===== config.mk =====
export PLATFORM = sky130hd
export DESIGN_NAME = sse_stream_decoder
export DESIGN_NICKNAME = d
export VERILOG_FILES = /design/src/rtl/ssed_pkg.sv /design/src/rtl/ssed_ctrl.sv /design/src/rtl/ssed_dp.sv /design/src/rtl/sse_stream_decoder.sv
export SDC_FILE = /design/constraint.sdc
export NUM_CORES = 1
export LEC_CHECK = 0
export BUFFER_PORTS_ARGS = -buffer_cell sky130_fd_sc_hd__clkbuf_2
export CELL_PAD_IN_SITES_DETAIL_PLACEMENT = 1
export CELL_PAD_IN_SITES_GLOBAL_PLACEMENT = 2
export CORE_UTILIZATION = 35
export CTS_BUF_LIST = sky130_fd_sc_hd__clkbuf_16
export CTS_CLUSTER_DIAMETER = 50
export DETAILED_ROUTE_END_ITERATION = 12
export GPL_TIMING_DRIVEN = 0
export PLACE_DENSITY_LB_ADDON = 0.1
export SLEW_MARGIN = 20
export SYNTH_ARGS = -nofsm -noshare
export SYNTH_HDL_FRONTEND = slang
export SYNTH_SLANG_ARGS = --single-unit

===== constraint.sdc =====
create_clock -name clk -period 3.2 [get_ports clk]
set_input_delay 0.32 -clock clk [delete_from_list [all_inputs] [get_ports clk]]
set_output_delay 0.32 -clock clk [all_outputs]
set_load 0.02 [all_outputs]

===== src/rtl/ssed_pkg.sv =====
// Shared types and codes for the event-stream decoder.
`default_nettype none

package ssed_pkg;

  // Default event name buffer depth in bytes
  localparam int EVENT_MAX_DEF = 32;

  // Input operation codes
  localparam logic OP_EOI = 1'b1;

  // Result kinds
  localparam logic [1:0] KIND_DATA  = 2'd0;
  localparam logic [1:0] KIND_EVENT = 2'd1;
  localparam logic [1:0] KIND_FEND  = 2'd2;

  typedef struct packed {
    logic       operation;
    logic [7:0] text_byte;
  } ssed_in_t;

  typedef struct packed {
    logic [1:0] kind;
    logic [7:0] out_byte;
    logic       event_truncated;
    logic       last;
  } ssed_out_t;

  // Controller to datapath
  typedef struct packed {
    logic load;        // capture the input beat into the item register
    logic sel_second;  // current step is the byte after a replayed CR
    logic act;         // commit the current step
    logic drain_take;  // issue one frame drain beat
  } ssed_cmd_t;

  // Datapath to controller
  typedef struct packed {
    logic want_out;    // current step produces a result
    logic more_cr;     // current step replays a CR, the byte follows
    logic go_drain;    // current step closes a frame
    logic frame_done;  // drain has reached the frame end beat
    logic slot_free;   // output register can take a beat
  } ssed_stat_t;

endpackage

`default_nettype wire


===== src/rtl/ssed_ctrl.sv =====
// Controller for the event-stream decoder: step sequencing and input handshake.
`default_nettype none

module ssed_ctrl (
  input  wire logic                clk,
  input  wire logic                rst_n,
  input  wire logic                in_valid,
  output logic                     in_stall,
  input  wire ssed_pkg::ssed_stat_t st,
  output ssed_pkg::ssed_cmd_t      cmd
);

  typedef enum logic [1:0] {
    ST_EMPTY,
    ST_FIRST,
    ST_SECOND,
    ST_DRAIN
  } state_t;

  state_t state_r, state_nxt;
  logic   go;
  logic   done_now;
  logic   in_ready;

  // Sequence the steps of the held item
  always_comb begin
    go         = !st.want_out || st.slot_free;
    cmd        = '0;
    done_now   = 1'b0;
    state_nxt  = state_r;
    cmd.sel_second = (state_r == ST_SECOND);
    unique case (state_r)
      ST_EMPTY: begin
        done_now = 1'b1;
      end
      ST_FIRST: begin
        if (go) begin
          cmd.act = 1'b1;
          if (st.more_cr) begin
            state_nxt = ST_SECOND;
          end else if (st.go_drain) begin
            state_nxt = ST_DRAIN;
          end else begin
            done_now = 1'b1;
          end
        end
      end
      ST_SECOND: begin
        if (go) begin
          cmd.act  = 1'b1;
          done_now = 1'b1;
        end
      end
      ST_DRAIN: begin
        if (st.slot_free) begin
          cmd.drain_take = 1'b1;
          done_now       = st.frame_done;
        end
      end
      default: begin
        done_now = 1'b1;
      end
    endcase
    in_ready = rst_n && done_now;
    cmd.load = in_valid && in_ready;
    if (done_now) begin
      state_nxt = cmd.load ? ST_FIRST : ST_EMPTY;
    end
  end

  assign in_stall = !in_ready;

  // Hold state
  always_ff @(posedge clk) begin
    if (!rst_n) begin
      state_r <= ST_EMPTY;
    end else begin
      state_r <= state_nxt;
    end
  end

endmodule

`default_nettype wire


===== src/rtl/ssed_dp.sv =====
// Datapath for the event-stream decoder: line parser, event name store, output register.
`default_nettype none

module ssed_dp #(
  parameter int EVENT_MAX = ssed_pkg::EVENT_MAX_DEF
) (
  input  wire logic                clk,
  input  wire logic                rst_n,
  input  wire ssed_pkg::ssed_cmd_t cmd,
  output ssed_pkg::ssed_stat_t     st,
  input  wire ssed_pkg::ssed_in_t  in_data,
  output logic                     out_valid,
  input  wire logic                out_stall,
  output ssed_pkg::ssed_out_t      out_data
);

  localparam int AW = (EVENT_MAX > 1) ? $clog2(EVENT_MAX) : 1;
  localparam int LW = $clog2(EVENT_MAX + 1);
  localparam logic [LW-1:0] LEN_MAX = LW'(EVENT_MAX);

  localparam logic [7:0] CH_LF    = 8'h0A;
  localparam logic [7:0] CH_CR    = 8'h0D;
  localparam logic [7:0] CH_COLON = 8'h3A;
  localparam logic [7:0] CH_SPACE = 8'h20;

  typedef enum logic [1:0] {
    PH_START,
    PH_NAME,
    PH_VALUE,
    PH_COMMENT
  } phase_t;

  typedef enum logic [1:0] {
    LK_OTHER,
    LK_DATA,
    LK_EVENT
  } lkind_t;

  // Letters of the two field names that matter
  function automatic logic [7:0] data_char(input logic [2:0] pos);
    logic [7:0] ch;
    unique case (pos)
      3'd0:    ch = 8'h64;  // d
      3'd1:    ch = 8'h61;  // a
      3'd2:    ch = 8'h74;  // t
      3'd3:    ch = 8'h61;  // a
      default: ch = 8'h00;
    endcase
    return ch;
  endfunction

  function automatic logic [7:0] event_char(input logic [2:0] pos);
    logic [7:0] ch;
    unique case (pos)
      3'd0:    ch = 8'h65;  // e
      3'd1:    ch = 8'h76;  // v
      3'd2:    ch = 8'h65;  // e
      3'd3:    ch = 8'h6E;  // n
      3'd4:    ch = 8'h74;  // t
      default: ch = 8'h00;
    endcase
    return ch;
  endfunction

  // Held item
  logic       item_op_r;
  logic [7:0] item_byte_r;

  // Line and frame state
  phase_t         phase_r, phase_nxt, phase_s;
  logic [2:0]     prog_r, prog_nxt, prog_s;
  logic [1:0]     cand_r, cand_nxt, cand_s;     // bit 0: data, bit 1: event
  lkind_t         lkind_r, lkind_nxt, lkind_s;
  logic           space_r, space_nxt, space_s;
  logic           cr_r, cr_nxt, cr_s;
  logic           fopen_r, fopen_nxt, fopen_s;
  logic           dseen_r, dseen_nxt, dseen_s;
  logic [LW-1:0]  len_r, len_nxt, len_s;
  logic           ovf_r, ovf_nxt, ovf_s;
  logic [LW-1:0]  didx_r, didx_nxt;

  // Event name store
  logic [7:0]     ev_mem [EVENT_MAX];
  logic [7:0]     rd_data_r;
  logic [AW-1:0]  rd_addr;

  // Output register
  logic                out_vld_r, out_vld_nxt;
  ssed_pkg::ssed_out_t out_pay_r, out_pay_nxt;

  // Step signals
  logic [7:0] cc;
  logic       is_eoi;
  logic       do_cont;
  logic       do_lreset;
  logic       bf_en;
  lkind_t     bf_kind;
  lkind_t     nkind;
  logic       more_cr;
  logic       go_drain;
  logic       emit;
  logic [1:0] emit_kind;
  logic [7:0] emit_byte;
  logic       emit_last;
  logic       we;
  logic [1:0] fd_cand;
  logic [2:0] fd_prog;
  logic       frame_done;
  logic       slot_free;

  // Name classification from the bytes seen so far
  always_comb begin
    priority if (cand_r[0] && prog_r == 3'd4) begin
      nkind = LK_DATA;
    end else if (cand_r[1] && prog_r == 3'd5) begin
      nkind = LK_EVENT;
    end else begin
      nkind = LK_OTHER;
    end
  end

  // Advance the name matcher by one byte
  always_comb begin
    fd_cand = cand_r;
    if (prog_r >= 3'd4 || cc != data_char(prog_r)) begin
      fd_cand[0] = 1'b0;
    end
    if (prog_r >= 3'd5 || cc != event_char(prog_r)) begin
      fd_cand[1] = 1'b0;
    end
    fd_prog = (prog_r < 3'd7) ? prog_r + 3'd1 : prog_r;
  end

  // Work out the outcome of the current step
  always_comb begin
    phase_s   = phase_r;
    prog_s    = prog_r;
    cand_s    = cand_r;
    lkind_s   = lkind_r;
    space_s   = space_r;
    cr_s      = cr_r;
    fopen_s   = fopen_r;
    dseen_s   = dseen_r;
    len_s     = len_r;
    ovf_s     = ovf_r;
    cc        = item_byte_r;
    is_eoi    = (item_op_r == ssed_pkg::OP_EOI);
    do_cont   = 1'b0;
    do_lreset = 1'b0;
    bf_en     = 1'b0;
    bf_kind   = LK_OTHER;
    more_cr   = 1'b0;
    go_drain  = 1'b0;
    emit      = 1'b0;
    emit_kind = ssed_pkg::KIND_DATA;
    emit_byte = 8'h00;
    we        = 1'b0;

    // Classify the step
    priority if (!cmd.sel_second && is_eoi) begin
      if (phase_r == PH_NAME) begin
        bf_en   = 1'b1;
        bf_kind = nkind;
      end
      do_lreset = 1'b1;
    end else if (!cmd.sel_second && item_byte_r == CH_LF) begin
      if (phase_r == PH_START) begin
        go_drain = fopen_r;
      end else if (phase_r == PH_NAME) begin
        bf_en   = 1'b1;
        bf_kind = nkind;
      end
      do_lreset = 1'b1;
    end else if (!cmd.sel_second && cr_r) begin
      // replay the stray CR as content, the byte follows next step
      cr_s    = 1'b0;
      cc      = CH_CR;
      do_cont = 1'b1;
      more_cr = 1'b1;
    end else if (item_byte_r == CH_CR) begin
      cr_s = 1'b1;
    end else begin
      do_cont = 1'b1;
    end

    // Line content
    if (do_cont) begin
      unique case (phase_r)
        PH_START: begin
          if (cc == CH_COLON) begin
            phase_s = PH_COMMENT;
          end else begin
            phase_s = PH_NAME;
            cand_s  = fd_cand;
            prog_s  = fd_prog;
          end
        end
        PH_NAME: begin
          if (cc == CH_COLON) begin
            bf_en   = 1'b1;
            bf_kind = nkind;
            lkind_s = nkind;
            phase_s = PH_VALUE;
            space_s = 1'b1;
          end else begin
            cand_s = fd_cand;
            prog_s = fd_prog;
          end
        end
        PH_VALUE: begin
          space_s = 1'b0;
          if (!(space_r && cc == CH_SPACE)) begin
            if (lkind_r == LK_DATA) begin
              emit      = 1'b1;
              emit_byte = cc;
            end else if (lkind_r == LK_EVENT) begin
              if (len_r < LEN_MAX) begin
                we    = 1'b1;
                len_s = len_r + 1'b1;
              end else begin
                ovf_s = 1'b1;
              end
            end
          end
        end
        PH_COMMENT: begin
        end
        default: begin
        end
      endcase
    end

    // Open a field
    if (bf_en) begin
      if (bf_kind == LK_DATA) begin
        if (dseen_r) begin
          emit      = 1'b1;
          emit_byte = CH_LF;
        end
        dseen_s = 1'b1;
        fopen_s = 1'b1;
      end else if (bf_kind == LK_EVENT) begin
        fopen_s = 1'b1;
        len_s   = '0;
        ovf_s   = 1'b0;
      end
    end

    // Return the line state to its start
    if (do_lreset) begin
      phase_s = PH_START;
      prog_s  = 3'd0;
      cand_s  = 2'b11;
      lkind_s = LK_OTHER;
      space_s = 1'b0;
      cr_s    = 1'b0;
    end

    // End of input flushes whatever frame is open
    if (!cmd.sel_second && is_eoi) begin
      go_drain = fopen_s;
      if (!fopen_s) begin
        dseen_s = 1'b0;
        len_s   = '0;
        ovf_s   = 1'b0;
      end
    end

    if (!cmd.sel_second && is_eoi) begin
      emit_last = 1'b0;
    end else if (more_cr) begin
      emit_last = (item_byte_r == CH_CR);
    end else begin
      emit_last = 1'b1;
    end
  end

  assign frame_done = (didx_r == len_r);
  assign slot_free  = !out_vld_r || !out_stall;

  assign st.want_out   = emit;
  assign st.more_cr    = more_cr;
  assign st.go_drain   = go_drain;
  assign st.frame_done = frame_done;
  assign st.slot_free  = slot_free;

  // Select next state: commit a step or advance the drain
  always_comb begin
    phase_nxt = phase_r;
    prog_nxt  = prog_r;
    cand_nxt  = cand_r;
    lkind_nxt = lkind_r;
    space_nxt = space_r;
    cr_nxt    = cr_r;
    fopen_nxt = fopen_r;
    dseen_nxt = dseen_r;
    len_nxt   = len_r;
    ovf_nxt   = ovf_r;
    didx_nxt  = didx_r;
    if (cmd.act) begin
      phase_nxt = phase_s;
      prog_nxt  = prog_s;
      cand_nxt  = cand_s;
      lkind_nxt = lkind_s;
      space_nxt = space_s;
      cr_nxt    = cr_s;
      fopen_nxt = fopen_s;
      dseen_nxt = dseen_s;
      len_nxt   = len_s;
      ovf_nxt   = ovf_s;
    end else if (cmd.drain_take) begin
      if (frame_done) begin
        fopen_nxt = 1'b0;
        dseen_nxt = 1'b0;
        len_nxt   = '0;
        ovf_nxt   = 1'b0;
        didx_nxt  = '0;
      end else begin
        didx_nxt = didx_r + 1'b1;
      end
    end
  end

  // Prefetch the next drain byte
  always_comb begin
    if (didx_nxt < LEN_MAX) begin
      rd_addr = didx_nxt[AW-1:0];
    end else begin
      rd_addr = '0;
    end
  end

  // Load the output register
  always_comb begin
    out_pay_nxt = out_pay_r;
    out_vld_nxt = out_vld_r && out_stall;
    if (cmd.act && emit) begin
      out_vld_nxt                 = 1'b1;
      out_pay_nxt.kind            = emit_kind;
      out_pay_nxt.out_byte        = emit_byte;
      out_pay_nxt.event_truncated = 1'b0;
      out_pay_nxt.last            = emit_last;
    end else if (cmd.drain_take) begin
      out_vld_nxt = 1'b1;
      if (frame_done) begin
        out_pay_nxt.kind            = ssed_pkg::KIND_FEND;
        out_pay_nxt.out_byte        = 8'h00;
        out_pay_nxt.event_truncated = ovf_r;
        out_pay_nxt.last            = 1'b1;
      end else begin
        out_pay_nxt.kind            = ssed_pkg::KIND_EVENT;
        out_pay_nxt.out_byte        = rd_data_r;
        out_pay_nxt.event_truncated = 1'b0;
        out_pay_nxt.last            = 1'b0;
      end
    end
  end

  // Control registers
  always_ff @(posedge clk) begin
    if (!rst_n) begin
      phase_r   <= PH_START;
      prog_r    <= 3'd0;
      cand_r    <= 2'b11;
      lkind_r   <= LK_OTHER;
      space_r   <= 1'b0;
      cr_r      <= 1'b0;
      fopen_r   <= 1'b0;
      dseen_r   <= 1'b0;
      len_r     <= '0;
      ovf_r     <= 1'b0;
      didx_r    <= '0;
      out_vld_r <= 1'b0;
    end else begin
      phase_r   <= phase_nxt;
      prog_r    <= prog_nxt;
      cand_r    <= cand_nxt;
      lkind_r   <= lkind_nxt;
      space_r   <= space_nxt;
      cr_r      <= cr_nxt;
      fopen_r   <= fopen_nxt;
      dseen_r   <= dseen_nxt;
      len_r     <= len_nxt;
      ovf_r     <= ovf_nxt;
      didx_r    <= didx_nxt;
      out_vld_r <= out_vld_nxt;
    end
  end

  // Payload registers
  always_ff @(posedge clk) begin
    if (cmd.load) begin
      item_op_r   <= in_data.operation;
      item_byte_r <= in_data.text_byte;
    end
    out_pay_r <= out_pay_nxt;
  end

  // Event name store: write at the fill point, registered read for the drain
  always_ff @(posedge clk) begin
    if (cmd.act && we) begin
      ev_mem[len_r[AW-1:0]] <= cc;
    end
    rd_data_r <= ev_mem[rd_addr];
  end

  assign out_valid = out_vld_r;
  assign out_data  = out_pay_r;

endmodule

`default_nettype wire


===== src/rtl/sse_stream_decoder.sv =====
// Top level of the event-stream decoder.
//
// Input channel (in_valid, in_stall, in_data): one beat per text byte, or an
// end-of-input beat that flushes the final frame. Output channel (out_valid,
// out_stall, out_data): data bytes, event name bytes and frame end markers,
// with last set on the final result of each input beat.
// An accepted beat is held in an item register and worked on in the next
// cycle; a result it makes is loaded into the output register when its step
// commits. Plain bytes and line feeds that close no frame need only the first
// step, so the block takes one beat per cycle while the output is not
// stalled. A CR held back before a byte other than LF is replayed as content
// in its own step before that byte. Closing a frame takes the closing beat's
// step, a drain beat per name store byte, and one for the frame end marker.
// Reset (rst_n low, synchronous) returns the parser to line start with no
// frame open; the name store needs no clearing. When the receiver stalls,
// the output register holds its beat and a step that needs the output waits
// with its item held, which stalls the input; beats that make no result
// still pass.
`default_nettype none

module sse_stream_decoder #(
  parameter int EVENT_MAX = ssed_pkg::EVENT_MAX_DEF
) (
  input  wire logic               clk,
  input  wire logic               rst_n,
  input  wire logic               in_valid,
  output logic                    in_stall,
  input  wire ssed_pkg::ssed_in_t in_data,
  output logic                    out_valid,
  input  wire logic               out_stall,
  output ssed_pkg::ssed_out_t     out_data
);

  ssed_pkg::ssed_cmd_t  cmd;
  ssed_pkg::ssed_stat_t st;

  ssed_ctrl u_ctrl (
    .clk      (clk),
    .rst_n    (rst_n),
    .in_valid (in_valid),
    .in_stall (in_stall),
    .st       (st),
    .cmd      (cmd)
  );

  ssed_dp #(
    .EVENT_MAX (EVENT_MAX)
  ) u_dp (
    .clk       (clk),
    .rst_n     (rst_n),
    .cmd       (cmd),
    .st        (st),
    .in_data   (in_data),
    .out_valid (out_valid),
    .out_stall (out_stall),
    .out_data  (out_data)
  );

  // A step and a drain beat never share a cycle
  a_step_xor_drain: assert property (@(posedge clk) disable iff (!rst_n)
    !(cmd.act && cmd.drain_take))
    else $error("step and drain issued together");

  // Drain beats go only into a free output register
  a_drain_slot: assert property (@(posedge clk) disable iff (!rst_n)
    cmd.drain_take |-> st.slot_free)
    else $error("drain beat with output register busy");

  // Truncation is flagged only on a frame end
  a_trunc_fend: assert property (@(posedge clk) disable iff (!rst_n)
    (out_valid && out_data.event_truncated) |-> (out_data.kind == ssed_pkg::KIND_FEND))
    else $error("truncation flag outside frame end");

  // An event name byte is always followed by more of the same frame
  a_event_not_last: assert property (@(posedge clk) disable iff (!rst_n)
    (out_valid && out_data.kind == ssed_pkg::KIND_EVENT) |-> !out_data.last)
    else $error("event name byte marked last");

endmodule

`default_nettype wire


==> results.py <==
metrics = {
    "run_status": {
        "status": "finished with violations",
        "violations": "setup timing",
    },
    "hold_path": {
        "min_to": "u_ctrl.state_r[0]",
        "hold_depth": 3,
        "hp-start": "in_valid",
        "hp-class": "input port to flip-flop",
    },
    "yosys": {
        "ys_types": 80,
        "ys_seq_area_share_pct": 65.5,
        "syn-mean-instance-area_um2": 12.7,
        "ys_seq_elements": 314,
        "synth_ff_type": "edfxtp_1",
        "synth_top_family_by_area": "compound AO/OA/AOI/OAI gates",
        "synth_edf_count": 274,
        "synth_fa_ha_area_share_pct": 1.54,
        "syn_area_um2": 13800,
        "synth_xor_area_share_pct": 0.699,
        "yosys_warnings": 0,
        "synth_cells": 1086,
        "async_flop_share_pct": 0,
        "synth_nets": 1116,
        "synth_compound_area_share_pct": 13.7,
        "muxShareOfSynthArea_pct": 3.53,
        "yosys.area_share.simple_pct": 12.3,
    },
    "routing": {
        "ant_nets": 0,
        "drtPass1Iterations": 7,
        "viasPerCell": 5.61,
        "num_vias": 10200,
        "drt_wl_total_um": 50200,
        "drcViolationCount": 0,
        "initialDrtViolationCount": 755,
        "wl_per_cell_um": 27.6,
    },
    "setup_path": {
        "cpMaxStageDelayCell": "o41ai_4",
        "critical-path-top-delay-family": "compound AO/OA/AOI/OAI gates",
        "r2r_slack_ps": -30,
        "r2r_start": "u_ctrl.state_r[0]",
        "worstSetupStartpointType": "flip-flop",
        "max_stage_delay_ps": 460,
        "critPathMostFrequentCell": "buf_12",
        "path_class": "flip-flop to flip-flop",
        "crit_required_ps": 3660,
        "cp.arrival_ps": 3690,
        "reg2regPathDepth": 15,
        "path_max_fanout": 10,
        "crit_path_end_kind": "flip-flop",
        "r2r-end": "u_dp.rd_data_r[7]",
        "cp_num_buf_inv": 5,
        "crit_chain": "inv_4 > ha_4 > buf_12 > nor3b_4 > nor2_4 > and4_4 > o41ai_4 > nor3_4 > buf_12 > buf_4 > o22a_2 > buf_6 > o32ai_1 > a2bb2oi_2 > a22oi_2",
    },
    "clocking": {
        "cts_tree": "built",
        "cts-htree-levels": 2,
        "cts_root_buf": "clkbuf_16",
        "cts_inserted_buffers": 42,
        "clk_latency_ps": 570,
        "cts.sinks": 314,
        "cts_buffer_depth": 3,
        "path_clk_slew_ps": 50,
    },
    "sta": {
        "relSlewSlack_pct": 19.7,
        "timing.final.crit_share_pct": 101,
        "setup_slack_ps": -31.0,
        "setup_viol": 2,
        "drv_slew": 0,
        "hold_viol": 0,
        "worstMarginPinSlew_ps": 1200,
        "fmax_ghz": 0.310,
        "fin_crit_ps": 3230,
        "fin_skew_ps": 21.9,
        "grt_setup_unrepaired": "true",
    },
    "global_route": {
        "grt_max_degree": 34,
        "antenna_found_initial": 0,
        "grt_pass1_vias": 10500,
        "groute.usage.overall_pct": 24.9,
        "grt_pass1_wl_um": 72900,
        "gr-total-overflow": 0,
    },
    "layout": {
        "nFillCells": 3927,
        "area_growth_pct": 33.3,
        "final_nets": 1297,
        "drive_above_1_share_pct": 32.4,
    },
    "floorplanning": {
        "die_area_um2": 40200,
        "core_um2": 38700,
        "dieWidth_um": 200,
        "initial_core_util_pct": 35.6,
        "rows": 72,
        "die_y_um": 200,
        "boundaryPins": 27,
    },
    "placed_design": {
        "dp_hpwl_um": 32600,
        "place_congestion": 0.847,
        "place_ws_ps": -1730,
        "portBuffers": 25,
    },
    "power_and_ir_drop": {
        "power_density_nw_per_um2": 533,
        "finalPower_mw": 9.80,
        "peakVddDrop_uv": 477,
        "leakagePower_nw": 6.23,
    },
    "flow_run": {
        "drv_cap": 0,
    },
}
timing repair:
action,CTS,global route
gates resized for setup,241,73
pin swaps,55,37
setup buffers,68,41
gates cloned,1,0
endpoints found under the hold margin,9,0
hold buffers,9,0
setup endpoints to repair,313,297
state kept, by name, summed over array words and instances, names as in the netlist:
name,flops
u_dp.ev_mem,256
u_dp.out_data,12
u_dp.item_byte_r,8
u_dp.rd_data_r,8
u_dp.didx_r,6
u_dp.len_r,6
u_dp.prog_r,3
u_ctrl.state_r,2
u_dp.cand_r,2
u_dp.lkind_r,2
u_dp.phase_r,2
u_dp.cr_r,1
u_dp.dseen_r,1
u_dp.fopen_r,1
u_dp.is_eoi,1
u_dp.out_valid,1
u_dp.ovf_r,1
u_dp.space_r,1
Yosys cell counts, types with 10 or more instances:
master	instances	area share, %
nor2_1	79	2.2
o21ai_0	44	1.6
ha_1	17	1.5
o221ai_1	14	0.89
dfxtp_1	40	5.8
a21o_1	10	0.54
nand3_1	44	1.6
a211oi_1	13	0.71
inv_1	27	0.74
clkbuf_1	32	0.87
a31oi_1	22	1.0
nand4_1	10	0.45
edfxtp_1	274	60
o22ai_1	19	0.86
mux2_2	17	1.4
and3_1	19	0.86
mux2i_1	25	1.8
a21oi_1	36	1.3
o2111ai_1	10	0.64
nand2_1	127	3.5
nor3_1	21	0.76
buf_2	21	0.76
a221oi_1	11	0.70
worst max-delay path by stage:
stage                 startpoint                  to  slack, ps  depth (start not counted)
6_report       u_ctrl.state_r[0]   u_dp.rd_data_r[7]        -30                         15
5_1_grt        u_ctrl.state_r[0]   u_dp.rd_data_r[0]       -150                         14
4_1_cts        u_ctrl.state_r[0]            in_stall          4                         13
3_5_place_dp      u_dp.prog_r[0]  u_dp.ev_mem[30][4]      -1730                         12
3_3_place_gp   u_ctrl.state_r[0]  u_dp.ev_mem[30][2]      -1740                         12
2_1_floorplan  u_ctrl.state_r[0]  u_dp.ev_mem[15][0]         30                         11
stage by stage:
| step | cells | utilization, % | TNS, ps | instance area [um2] | hold WS [ps] |
|---|---|---|---|---|---|
| 2_1_floorplan | 1086 | - | 0 | 13800 | 419 |
| 3_3_place_gp | 1629 | 37.6 | -407860 | 14600 | 443 |
| 3_5_place_dp | 1630 | 37.7 | -364860 | 14600 | 445 |
| 4_1_cts | 1782 | 45.9 | 0 | 17800 | 52.3 |
| 5_1_grt | 1819 | 47.5 | -2830 | 18400 | 131 |
| 6_report | 1820 | 47.5 | -59.9 | 18400 | 129 |
metal layers:
layer	track usage, %	part of all wire (%)
met2	40.5	47
met5	0	0
met3	3.44	4.6
met1	34.3	45
met4	7.93	2.8
cells in the final DEF, fill, tap and decap left out, drive strengths merged, types with 4 or more instances in the layout:
cell type | synthesis | layout
o2111ai | 10 | 10
inv | 27 | 42
o221ai | 14 | 14
clkinvlp | 0 | 5
nor3b | 5 | 5
clkbuf | 32 | 94
nand4 | 10 | 10
o22a | 4 | 4
and2 | 9 | 9
and3 | 19 | 19
clkinv | 0 | 12
o31a | 6 | 6
a211oi | 13 | 13
o22ai | 19 | 19
nand2 | 127 | 127
mux2 | 17 | 17
nor4 | 6 | 6
ha | 17 | 17
dfxtp | 40 | 40
a32oi | 8 | 8
nand2b | 6 | 6
mux2i | 25 | 25
or2 | 5 | 5
a21oi | 38 | 38
a21o | 10 | 10
a221oi | 11 | 11
xnor2 | 9 | 9
a22oi | 7 | 7
o21ai | 48 | 48
a31oi | 22 | 22
nand3 | 45 | 45
nor3 | 23 | 23
dlygate4sd3 | 0 | 9
o31ai | 8 | 8
nor2 | 81 | 81
edfxtp | 274 | 274
o211ai | 10 | 10
a2111oi | 8 | 8
buf | 28 | 137
o21a | 6 | 6
logic make-up after synthesis:
group,Yosys count
simple gates,350
buf+inv,87
compound gates,263
xor+xnor,11
mux,44
flops,314
fa+ha+maj,17
worst min-delay path: stages:
cell and delay [ps]:
clkbuf_2 90, a21oi_1 150, a211oi_1 70
cell type report:
type	count	area, um2	area share [%]
Antenna cell	1	2.50	0.0136
Buffer	56	472	2.57
Clock buffer	43	1080	5.85
Clock inverter	35	288	1.57
Inverter	27	106	0.579
Multi-Input combinational cell	685	5350	29.1
Sequential cell	314	9040	49.2
Tap cell	518	648	3.53
Timing Repair Buffer	141	1390	7.58
power breakdown:
group	internal (mW)	switching, mW
sequential	4.48	0.0290
combinational	0.274	0.437
clock	2.72	1.86
(Power assumes the default switching activity.)
